**src/rtl/mpq_pkg.sv**
```systemverilog
// package for the max priority queue
// queue depth, operation and status codes, controller types; no dependencies
package mpq_pkg;

  localparam int DEPTH = 8;
  localparam int CNT_W = $clog2(DEPTH + 1);
  localparam int IDX_W = $clog2(DEPTH);

  localparam logic [1:0] OP_PUSH = 2'd0;
  localparam logic [1:0] OP_POP  = 2'd1;
  localparam logic [1:0] OP_PEEK = 2'd2;

  localparam logic [1:0] STS_OK    = 2'd0;
  localparam logic [1:0] STS_EMPTY = 2'd1;
  localparam logic [1:0] STS_FULL  = 2'd2;

  typedef enum logic [1:0] {
    ST_IDLE,
    ST_SCAN,
    ST_RESULT
  } state_t;

  typedef struct packed {
    logic accept;
    logic scan_step;
    logic finish;
  } cmd_t;

  typedef struct packed {
    logic need_scan;
    logic scan_last;
  } sts_t;

endpackage

```
**src/rtl/mpq_if.sv**
```systemverilog
// valid/ready channel interfaces for the queue request and result words
// no dependencies
interface mpq_in_if;
  logic               valid;
  logic               ready;
  logic [1:0]         func;
  logic signed [31:0] item_value;
  logic [15:0]        item_priority;

  modport source(output valid, output func, output item_value, output item_priority,
                 input ready);
  modport sink(input valid, input func, input item_value, input item_priority,
               output ready);
endinterface

interface mpq_out_if;
  logic               valid;
  logic               ready;
  logic signed [31:0] out_value;
  logic [15:0]        out_priority;
  logic [1:0]         status;
  logic [3:0]         fill_count;

  modport source(output valid, output out_value, output out_priority, output status,
                 output fill_count, input ready);
  modport sink(input valid, input out_value, input out_priority, input status,
               input fill_count, output ready);
endinterface

```
**src/rtl/mpq_ctrl.sv**
```systemverilog
// controller state machine of the max priority queue
// uses mpq_pkg; drives datapath commands and the handshake signals
module mpq_ctrl import mpq_pkg::*; (
  input  logic clk,
  input  logic rst_n,
  input  logic in_valid,
  output logic in_ready,
  output logic out_valid,
  input  logic out_ready,
  input  sts_t sts,
  output cmd_t cmd
);

  state_t state_r, state_nxt;
  logic   out_valid_r, out_valid_nxt;

  always_ff @(posedge clk) begin
    if (!rst_n) begin
      state_r     <= ST_IDLE;
      out_valid_r <= 1'b0;
    end else begin
      state_r     <= state_nxt;
      out_valid_r <= out_valid_nxt;
    end
  end

  always_comb begin
    state_nxt = state_r;
    cmd       = '0;
    in_ready  = 1'b0;
    unique case (state_r)
      ST_IDLE: begin
        in_ready = 1'b1;
        if (in_valid) begin
          cmd.accept = 1'b1;
          state_nxt  = sts.need_scan ? ST_SCAN : ST_RESULT;
        end
      end
      ST_SCAN: begin
        cmd.scan_step = 1'b1;
        if (sts.scan_last) state_nxt = ST_RESULT;
      end
      ST_RESULT: begin
        // wait for the output register to free up
        if (!out_valid_r || out_ready) begin
          cmd.finish = 1'b1;
          state_nxt  = ST_IDLE;
        end
      end
      default: state_nxt = ST_IDLE;
    endcase
    out_valid_nxt = cmd.finish | (out_valid_r & ~out_ready);
  end

  assign out_valid = out_valid_r;

endmodule

```
**src/rtl/mpq_datapath.sv**
```systemverilog
// datapath of the max priority queue: entry registers, priority scan, result register
// uses mpq_pkg; sequenced by mpq_ctrl
module mpq_datapath import mpq_pkg::*; (
  input  logic               clk,
  input  logic               rst_n,
  input  cmd_t               cmd,
  output sts_t               sts,
  input  logic [1:0]         in_func,
  input  logic signed [31:0] in_item_value,
  input  logic [15:0]        in_item_priority,
  output logic signed [31:0] out_value,
  output logic [15:0]        out_priority,
  output logic [1:0]         out_status,
  output logic [3:0]         out_fill_count
);

  logic signed [31:0] val_r [DEPTH];
  logic [15:0]        pri_r [DEPTH];
  logic [CNT_W-1:0]   count_r, count_nxt;

  logic [1:0]         op_r;
  logic signed [31:0] new_val_r;
  logic [15:0]        new_pri_r;
  logic [IDX_W-1:0]   idx_r;
  logic [IDX_W-1:0]   best_idx_r;
  logic signed [31:0] best_val_r;
  logic [15:0]        best_pri_r;

  logic signed [31:0] res_val, out_value_r;
  logic [15:0]        res_pri, out_priority_r;
  logic [1:0]         res_sts, out_status_r;
  logic [3:0]         out_fill_r;
  logic               do_store, do_shift;

  assign sts.need_scan = (in_func == OP_POP || in_func == OP_PEEK) && (count_r > CNT_W'(1));
  assign sts.scan_last = (CNT_W'(idx_r) == count_r - CNT_W'(1));

  always_comb begin
    res_val   = '0;
    res_pri   = '0;
    res_sts   = STS_OK;
    count_nxt = count_r;
    do_store  = 1'b0;
    do_shift  = 1'b0;
    unique case (op_r)
      OP_PUSH: begin
        if (count_r == CNT_W'(DEPTH)) begin
          res_sts = STS_FULL;
        end else begin
          do_store  = 1'b1;
          count_nxt = count_r + CNT_W'(1);
        end
      end
      OP_POP, OP_PEEK: begin
        if (count_r == '0) begin
          res_sts = STS_EMPTY;
        end else begin
          res_val = best_val_r;
          res_pri = best_pri_r;
          if (op_r == OP_POP) begin
            do_shift  = 1'b1;
            count_nxt = count_r - CNT_W'(1);
          end
        end
      end
      default: ;
    endcase
  end

  // request latch and oldest-first priority scan, one entry per cycle
  always_ff @(posedge clk) begin
    if (cmd.accept) begin
      op_r       <= in_func;
      new_val_r  <= in_item_value;
      new_pri_r  <= in_item_priority;
      idx_r      <= IDX_W'(1);
      best_idx_r <= '0;
      best_val_r <= val_r[0];
      best_pri_r <= pri_r[0];
    end else if (cmd.scan_step) begin
      idx_r <= idx_r + IDX_W'(1);
      // strict compare keeps the oldest entry on a tie
      if (pri_r[idx_r] > best_pri_r) begin
        best_idx_r <= idx_r;
        best_val_r <= val_r[idx_r];
        best_pri_r <= pri_r[idx_r];
      end
    end
  end

  genvar k;
  generate
    for (k = 0; k < DEPTH; k++) begin : g_entry
      always_ff @(posedge clk) begin
        if (cmd.finish) begin
          if (do_store && count_r == CNT_W'(k)) begin
            val_r[k] <= new_val_r;
            pri_r[k] <= new_pri_r;
          end
          if (k < DEPTH - 1) begin
            // entries above the removed one move down by one place
            if (do_shift && IDX_W'(k) >= best_idx_r) begin
              val_r[k] <= val_r[(k < DEPTH - 1) ? k + 1 : k];
              pri_r[k] <= pri_r[(k < DEPTH - 1) ? k + 1 : k];
            end
          end
        end
      end
    end
  endgenerate

  always_ff @(posedge clk) begin
    if (!rst_n) begin
      count_r <= '0;
    end else if (cmd.finish) begin
      count_r <= count_nxt;
    end
  end

  always_ff @(posedge clk) begin
    if (cmd.finish) begin
      out_value_r    <= res_val;
      out_priority_r <= res_pri;
      out_status_r   <= res_sts;
      out_fill_r     <= 4'(count_nxt);
    end
  end

  assign out_value      = out_value_r;
  assign out_priority   = out_priority_r;
  assign out_status     = out_status_r;
  assign out_fill_count = out_fill_r;

endmodule

```
**src/rtl/max_priority_queue.sv**
```systemverilog
// Bounded max-priority queue of DEPTH entries (mpq_pkg) kept in arrival order. Each
// request word gives one result word. A push, a no-op code, or any request on a queue
// holding at most one entry skips the priority scan; a pop or peek on more entries
// runs the priority scan, which reads one entry register per cycle. The result
// sits in an output register, so the next request is taken as soon as the previous
// result is loaded, even if it has not been taken yet. Ties go to the oldest entry.
// uses mpq_pkg, mpq_if, mpq_ctrl, mpq_datapath
module max_priority_queue import mpq_pkg::*; (
  input  logic       clk,
  input  logic       rst_n,
  mpq_in_if.sink     in_ch,
  mpq_out_if.source  out_ch
);

  cmd_t cmd;
  sts_t sts;

  mpq_ctrl u_ctrl (
    .clk       (clk),
    .rst_n     (rst_n),
    .in_valid  (in_ch.valid),
    .in_ready  (in_ch.ready),
    .out_valid (out_ch.valid),
    .out_ready (out_ch.ready),
    .sts       (sts),
    .cmd       (cmd)
  );

  mpq_datapath u_dp (
    .clk              (clk),
    .rst_n            (rst_n),
    .cmd              (cmd),
    .sts              (sts),
    .in_func          (in_ch.func),
    .in_item_value    (in_ch.item_value),
    .in_item_priority (in_ch.item_priority),
    .out_value        (out_ch.out_value),
    .out_priority     (out_ch.out_priority),
    .out_status       (out_ch.status),
    .out_fill_count   (out_ch.fill_count)
  );

endmodule

```
**src/flat_wrapper.sv**
```systemverilog
// flat-port wrapper written by rule: the top's interface ports become plain ports
module max_priority_queue_flat import mpq_pkg::*;
  (clk, rst_n, in_ch_valid, in_ch_func, in_ch_item_value, in_ch_item_priority, in_ch_ready, out_ch_valid, out_ch_out_value, out_ch_out_priority, out_ch_status, out_ch_fill_count, out_ch_ready);
  mpq_in_if in_ch_i ();
  mpq_out_if out_ch_i ();
  input  logic clk;
  input  logic rst_n;
  input wire logic [$bits(in_ch_i.valid)-1:0] in_ch_valid;
  input wire logic [$bits(in_ch_i.func)-1:0] in_ch_func;
  input wire logic [$bits(in_ch_i.item_value)-1:0] in_ch_item_value;
  input wire logic [$bits(in_ch_i.item_priority)-1:0] in_ch_item_priority;
  output wire logic [$bits(in_ch_i.ready)-1:0] in_ch_ready;
  output wire logic [$bits(out_ch_i.valid)-1:0] out_ch_valid;
  output wire logic [$bits(out_ch_i.out_value)-1:0] out_ch_out_value;
  output wire logic [$bits(out_ch_i.out_priority)-1:0] out_ch_out_priority;
  output wire logic [$bits(out_ch_i.status)-1:0] out_ch_status;
  output wire logic [$bits(out_ch_i.fill_count)-1:0] out_ch_fill_count;
  input wire logic [$bits(out_ch_i.ready)-1:0] out_ch_ready;
  assign in_ch_i.valid = in_ch_valid;
  assign in_ch_i.func = in_ch_func;
  assign in_ch_i.item_value = in_ch_item_value;
  assign in_ch_i.item_priority = in_ch_item_priority;
  assign in_ch_ready = in_ch_i.ready;
  assign out_ch_valid = out_ch_i.valid;
  assign out_ch_out_value = out_ch_i.out_value;
  assign out_ch_out_priority = out_ch_i.out_priority;
  assign out_ch_status = out_ch_i.status;
  assign out_ch_fill_count = out_ch_i.fill_count;
  assign out_ch_i.ready = out_ch_ready;
  max_priority_queue u_core (.clk(clk), .rst_n(rst_n), .in_ch(in_ch_i), .out_ch(out_ch_i));
endmodule
```
**config.mk**
```make
export PLATFORM = sky130hd
export DESIGN_NAME = max_priority_queue_flat
export DESIGN_NICKNAME = d
export VERILOG_FILES = /design/src/rtl/mpq_pkg.sv /design/src/rtl/mpq_if.sv /design/src/rtl/mpq_ctrl.sv /design/src/rtl/mpq_datapath.sv /design/src/rtl/max_priority_queue.sv /design/src/flat_wrapper.sv
export SDC_FILE = /design/constraint.sdc
export NUM_CORES = 1
export LEC_CHECK = 0
export ABC_AREA = 1
export BUFFER_PORTS_ARGS = -buffer_cell sky130_fd_sc_hd__clkbuf_2
export CAP_MARGIN = 20
export CORE_UTILIZATION = 45
export CTS_BUF_LIST = sky130_fd_sc_hd__clkbuf_16
export DETAILED_ROUTE_END_ITERATION = 7
export PLACE_DENSITY = 0.72
export RECOVER_POWER = 100
export SYNTH_ARGS = -nofsm -noshare
export SYNTH_HDL_FRONTEND = slang
export SYNTH_SLANG_ARGS = --single-unit
```
**constraint.sdc**
```tcl
create_clock -name clk -period 5.5 [get_ports clk]
set_input_delay 0.55 -clock clk [delete_from_list [all_inputs] [get_ports clk]]
set_output_delay 0.55 -clock clk [all_outputs]
set_load 0.01 [all_outputs]
```
==> reports/qor.yml, run 1 <==
synthesis:
  synth_fp_nets: 2621
  yosysWarnings: 0
  synth_ff_type: "edfxtp_1"
  synth_edf_count: 536
  syn_area_per_cell_um2: 10.1
  synthDominantCellAreaShare_pct: 63.0
  synth_area_leader_cell: "edfxtp_1"
  syn-cell-area_um2: 25600
  async_reset_ff_share_pct: 0
  synth_seq_cells: 552
  synth.distinct_cells: 34
  netlist_instances: 2542
  ys_seq_area_share_pct: 64.2
  yosys-top-cells-area: "edfxtp_1 (63%), o21ai_0 (9.3%), nand2_1 (6.7%)"
worst_setup_path:
  regToRegEndpoint: "u_core.u_dp.best_val_r[31]"
  critical_path_arrival_ps: 5070
  cpMaxStageDelayCell: "clkbuf_1"
  endpoint_kind: "flip-flop"
  cp-start-kind: "flip-flop"
  r2r_cells: 7
  crit_path_frequent_cell: "nand3_1"
  reg2reg_slack_ps: 800
  cp_cell_sequence: "inv_4 > clkbuf_1 > a21oi_1 > o21ai_0 > nand3_1 > nand3_1 > nand2_1"
  cp.required_ps: 5870
  critPathMaxStageDelay_ps: 2350
  worstPathMaxFanout: 79
  critical_path_class: "reg -> reg"
  cp-endpoint: "u_core.u_dp.best_val_r[31]"
placed_design:
  preCtsSetupSlack_ps: 1410
  gp_congestion: 0.840
  hpwl_um: 36900
  io_buffers: 109
layout:
  area_growth_pct: 10.7
  drive_gt1_share_pct: 6.20
  fillers: 4923
  diodes: 0
  fin_nets: 2660
pwr:
  vdd_drop_max_v: 0.000270
  p_per_area_nw_per_um2: 479
  p_leak_nw: 10.8
clock_network:
  cts_resized: 0
  clkSinkCount: 552
  hold_buffers: 0
  cts_setup_buffers: 0
  numCtsBuffers: 57
  clock_latency_ps: 620
  htree_levels: 2
  clk_path_buf_depth: 3
  cts_tree: "built"
  clk_pin_slew_ps: 60
  root_buffer: "clkbuf_16"
timing:
  worst_pin_slew_ps: 3270
  fin_ws_ps: 797
  skew_ps: 17.8
  min_period_ps: 4700
  hold_viol: 0
  tns_ps: 0
  relSlewSlack_pct: -118
  setup_viol: 0
  slew_violations: 259
  period_share_pct: 85.5
  timing.fmax_mhz: 213
  rsz0062_at_grt: "false"
status:
  violations: "max-capacitance violations, max-slew violations"
  status: "finished with violations"
hold_path:
  min_path_type: "in -> reg"
  whs_path_depth: 1
drt:
  dr.pass1.iters: 6
  first_iter_violations: 2067
  vias_per_cell: 5.64
  wl_per_cell_um: 19.7
  wirelength_um: 66600
  ant_nets: 0
  drc: 0
  vias: 19000
floorplanning:
  num_io_pins: 110
  dieHeight_um: 240
  initial_core_util_pct: 45.9
  fp-row-count: 86
  die-area_um2: 57700
  die_w_um: 240
  core_um2: 55600
job:
  maxCapViolCount: 6
grt:
  grt_overflow: 0
  grt_max_degree: 101
  antenna_found_initial: 0
  grt_pass1_wl_um: 103000
  track_usage_pct: 23.2
  grt_pass1_vias: 18700
==> sequential cells by signal, indices dropped and copies added, names as in the netlist, named ones only <==
signal / cells
u_core.u_dp.val_r: 256
u_core.u_dp.pri_r: 128
u_core.u_dp.best_val_r: 32
u_core.u_dp.new_val_r: 32
u_core.u_dp.out_value: 32
u_core.u_dp.best_pri_r: 16
u_core.u_dp.new_pri_r: 16
u_core.u_dp.out_priority: 16
u_core.u_dp.count_r: 4
u_core.u_dp.out_fill_count: 4
u_core.u_dp.best_idx_r: 3
u_core.u_dp.idx_r: 3
u_core.u_ctrl.state_r: 2
u_core.u_dp.op_r: 2
u_core.u_dp.out_status: 2
u_core.u_ctrl.out_valid: 1
==> synthesized netlist by cell type, drive strengths merged, types with 16 or more instances <==
cell / number
clkbuf: 105
nand2: 463
o21a: 16
ha: 25
o21ai: 516
edfxtp: 536
inv: 285
buf: 56
a21oi: 216
dfxtp: 16
o211ai: 33
nor2: 163
nand3: 97
==> metal layers <==
| layer | part of all wire (%) | GRT usage, % | vias to the layer above | wire, um |
|---|---|---|---|---|
| li1 | - | - | 8837 | - |
| met3 | 10 | 4.29 | 151 | 6640 |
| met5 | 0 | 0 | - | 0 |
| met4 | 3.2 | 9.07 | 0 | 2100 |
| met2 | 47 | 38.2 | 1001 | 31400 |
| met1 | 40 | 30.4 | 9057 | 26500 |
==> where the power goes <==
part / internal (W) / switching [W]
Sequential: 0.00570 / 0.000431
Combinational: 0.00108 / 0.00267
Clock: 0.00206 / 0.00160
==> metrics by stage <==
step	utilization (%)	power, W	instance area [um2]	hold slack [ps]	instances
after floorplan	-	0.00871	25600	479	2542
after global placement	48.0	0.00984	26700	525	3268
after detailed placement	48.0	0.00999	26700	523	3268
after CTS	51.2	0.0137	28500	84.8	3374
after global routing	50.9	0.0143	28300	94.6	3376
final	50.9	0.0136	28300	110	3376
==> cells in the final DEF, fill, tap and decap left out, types with 2 or more instances in the layout <==
cell type   count
a21oi_1       216
buf_16          2
buf_4          16
bufinv_16       3
clkbuf_1       71
clkbuf_16      59
clkbuf_2       50
clkinv_1       23
clkinv_2        6
clkinvlp_2      2
clkinvlp_4      2
dfxtp_1        13
dfxtp_4         2
edfxtp_1      536
ha_1           25
inv_1         292
inv_2           2
inv_4           2
nand2_1       459
nand2_4         3
nand3_1        97
nand4_1         2
nor2_1        160
nor2_4          3
nor3_1          3
o211ai_1       33
o21a_1         16
o21ai_0       508
o21ai_1         3
o21ai_2         2
o21ai_4         3
xnor2_1         2
xor2_1          3
==> critical path: cells and delay by family, from the launching register on <==
kind                   cells  cell delay (ps)
buffers and inverters      2             3010
flip-flops                 1              540
AND/OR/NAND/NOR            3              300
AO/OA/AOI/OAI              2              490
==> logic make-up (layout without fill, tap and decap cells) <==
logic type	Yosys count	in the layout	synth area share (%)
compound gates	783	783	15.8
xor+xnor	5	5	0.171
fa+ha+maj	25	25	1.22
buf+inv	447	533	6.95
flops	552	552	64.2
simple gates	730	730	11.6
==> worst min-delay path by stage <==
| stage | to | slack, ps | from |
|---|---|---|---|
| global route | u_core.u_dp.new_val_r[23] | 90 | in_ch_item_value[23] |
| detailed placement | u_core.u_dp.best_pri_r[2] | 520 | u_core.u_dp.pri_r[0][2] |
| floorplan | flip-flop | 480 | u_core.u_dp.idx_r[2] |
| finish | u_core.u_dp.new_pri_r[7] | 110 | in_ch_item_priority[7] |
| CTS | u_core.u_dp.new_val_r[8] | 80 | in_ch_item_value[8] |
| global placement | u_core.u_dp.val_r[5][4] | 530 | u_core.u_dp.val_r[6][4] |
==> final cells by class <==
type	count	area, um2	share of cell area (%)
flip-flops and latches	552	16400	58.1
multi-input cells	1543	7380	26.1
clock buffers	59	1480	5.22
inverters	286	1080	3.82
well taps	748	936	3.31
repair buffers	141	716	2.53
clock inverters	47	275	0.973
Power figures use the tool's default switching activity.
==> run 2: changes to the inputs <==
Settings changed: CELL_PAD_IN_SITES_DETAIL_PLACEMENT set to 0, CELL_PAD_IN_SITES_GLOBAL_PLACEMENT set to 1, CORE_UTILIZATION 45 to 44, GPL_TIMING_DRIVEN set to 0, PLACE_DENSITY 0.72 to unset, PLACE_DENSITY_LB_ADDON set to 0.1.
==> reports/qor.yml, run 2 (synthesized netlist as in run 1, its figures left out) <==
worst_setup_path:
  worstPathMaxFanout: 14  # -82%
  cp_cell_sequence: "inv_1 > ha_1 > nand2_1 > nand2_1 > nor2_1 > clkinvlp_2 > nor3_4 > nand2_1 > clkbuf_1 > buf_6 > o21ai_2 > buf_16 > clkbuf_4"
  cp_top_family: "buffers and inverters"
  cpMaxStageDelayCell: "nor3_4"
  critical_path_arrival_ps: 5470  # +400 ps
  cp.required_ps: 5800  # -70 ps
  crit_buf_inv: 6  # +4
  crit_path_frequent_cell: "nand2_1"
  endpoint_kind: "flip-flop"
  critical_path_class: "reg -> reg"
  cp-start-kind: "flip-flop"
  critPathMaxStageDelay_ps: 580  # -1770 ps
grt:
  grt_overflow: 0  # unchanged
  grt_max_degree: 49  # -51%
  grt_pass1_vias: 19300  # +3.1%
  grt_pass1_wl_um: 125000  # +21%
  track_usage_pct: 28.6  # +5.3 points
  antenna_found_initial: 0  # unchanged
layout:
  final_area_um2: 28900  # +2.2%
  largest_reg_flops: 256  # unchanged
  final_cell_mix: "edfxtp_1 (536), o21ai_0 (504), nand2_1 (462)"
  reg_top3: "u_core.u_dp.val_r (256), u_core.u_dp.pri_r (128)"
  area_growth_pct: 13.1
  top_register: "u_core.u_dp.val_r"
  final_common_cell: "edfxtp_1"
  fin_util_pct: 50.8  # -0.091 points
  diodes: 0  # unchanged
  fin_nets: 2812  # +5.7%
  drive_gt1_share_pct: 5.48  # -0.73 points
hold_path:
  min_path_type: "in -> reg"
floorplanning:
  fp-row-count: 87  # +1.2%
  die-area_um2: 59000  # +2.3%
  core_um2: 56900  # +2.3%
  num_io_pins: 110  # unchanged
  dieHeight_um: 243  # +1.1%
  die_w_um: 243  # +1.1%
  initial_core_util_pct: 44.9  # -1.0 points
pwr:
  p_leak_nw: 11.0  # +2.1%
  p_per_area_nw_per_um2: 491  # +2.5%
  vdd_drop_max_v: 0.000273  # +1.1%
timing:
  period_share_pct: 94.0  # +8.5 points
  tns_ps: 0  # unchanged
  skew_ps: 19.5  # +1.74 ps
  setup_viol: 0  # unchanged
  slew_violations: 184  # -29%
  timing.fmax_mhz: 193  # -9.0%
  relSlewSlack_pct: -77.4  # +41 points
  hold_viol: 0  # unchanged
  worst_pin_slew_ps: 2660  # -609 ps
  rsz0062_at_grt: "false"
  min_period_ps: 5170  # +465 ps
drt:
  first_iter_violations: 2473  # +20%
  dr.pass1.iters: 5  # -1
  ant_nets: 0  # unchanged
  wl_per_cell_um: 24.0  # +22%
  vias_per_cell: 5.74  # +1.8%
  wirelength_um: 84800  # +27%
  vias: 20300  # +6.5%
  drc: 0  # unchanged
clock_network:
  hold_buffers: 0  # unchanged
  root_buffer: "clkbuf_16"
  clock_latency_ps: 640  # +20 ps
  cts_setup_buffers: 0  # unchanged
  htree_levels: 2  # unchanged
  cts_tree: "built"
  clk_pin_slew_ps: 60  # about the same
  cts_resized: 0  # unchanged
  numCtsBuffers: 60  # +5.3%
  clkSinkCount: 552  # unchanged
  clk_path_buf_depth: 3  # unchanged
placed_design:
  hpwl_um: 56400  # +53%
  placedInstanceArea_um2: 27600  # +3.3%
  io_buffers: 109  # unchanged
  gp_congestion: 0.847  # +0.90%
status:
  violations: "max-capacitance violations, max-slew violations"
  status: "finished with violations"
job:
  maxCapViolCount: 9  # +3
[run 2: cell count changes in the layout (fill, tap and decap cells not counted), moves of 4 or more]
cell,previous run,this run
o21ai_0,508,504
clkbuf_2,50,54
clkbuf_1,71,203
buf_2,0,4
buf_4,16,1
inv_1,292,299
clkinv_1,23,19
o21ai_1,3,10
buf_1,1,15
[run 2: path summary, 6_finish.rpt]
kind | slack [ps] | startpoint | to | depth (start not counted)
hold reg to reg | 520 | u_core.u_ctrl.state_r[1] | u_core.u_ctrl.state_r[1] | 2
hold / removal | 90 | in_ch_item_value[12] | u_core.u_dp.new_val_r[12] | 1
setup / recovery | 330 | u_core.u_dp.count_r[0] | u_core.u_dp.val_r[2][27] | 13
setup reg to reg | 330 | u_core.u_dp.count_r[0] | u_core.u_dp.val_r[2][27] | 13
[run 2: final cells by class]
cell class	instances	area, um2
buffer	161	636
clock buffer	61	1530
inverter	286	1080
sequential	552	16400
fill	5340	28000
multi-input combinational	1543	7330
clock inverter	44	239
tap	756	946
timing repair buffer	129	724
[run 2: layer usage]
layer / part of all wire [%] / track usage (%) / vias to the layer above / wire (um)
met5: 0 / 0 / - / 0
met4: 3.0 / 9.21 / 0 / 2510
met3: 9.2 / 4.21 / 165 / 7840
met2: 45 / 44.2 / 1061 / 38000
met1: 43 / 41.3 / 9918 / 36400
li1: - / - / 9141 / -
[run 2: metrics by stage]
stage	hold WS [ps]	worst slack (ps)	instances	total power, W
6_report	86.4	332	3532	0.0142
2_1_floorplan	479	392	2542	0.00871
5_1_grt	70.0	213	3532	0.0149
3_3_place_gp	525	-3900	3407	0.0105
4_1_cts	55.1	652	3531	0.0143
3_5_place_dp	530	696	3426	0.0106
[run 2: power by group]
group          switching (W)  internal [W]  leakage (nW)
combinational        0.00325       0.00117          5.05
sequential          0.000315       0.00570          5.05
clock                0.00168       0.00207         0.920
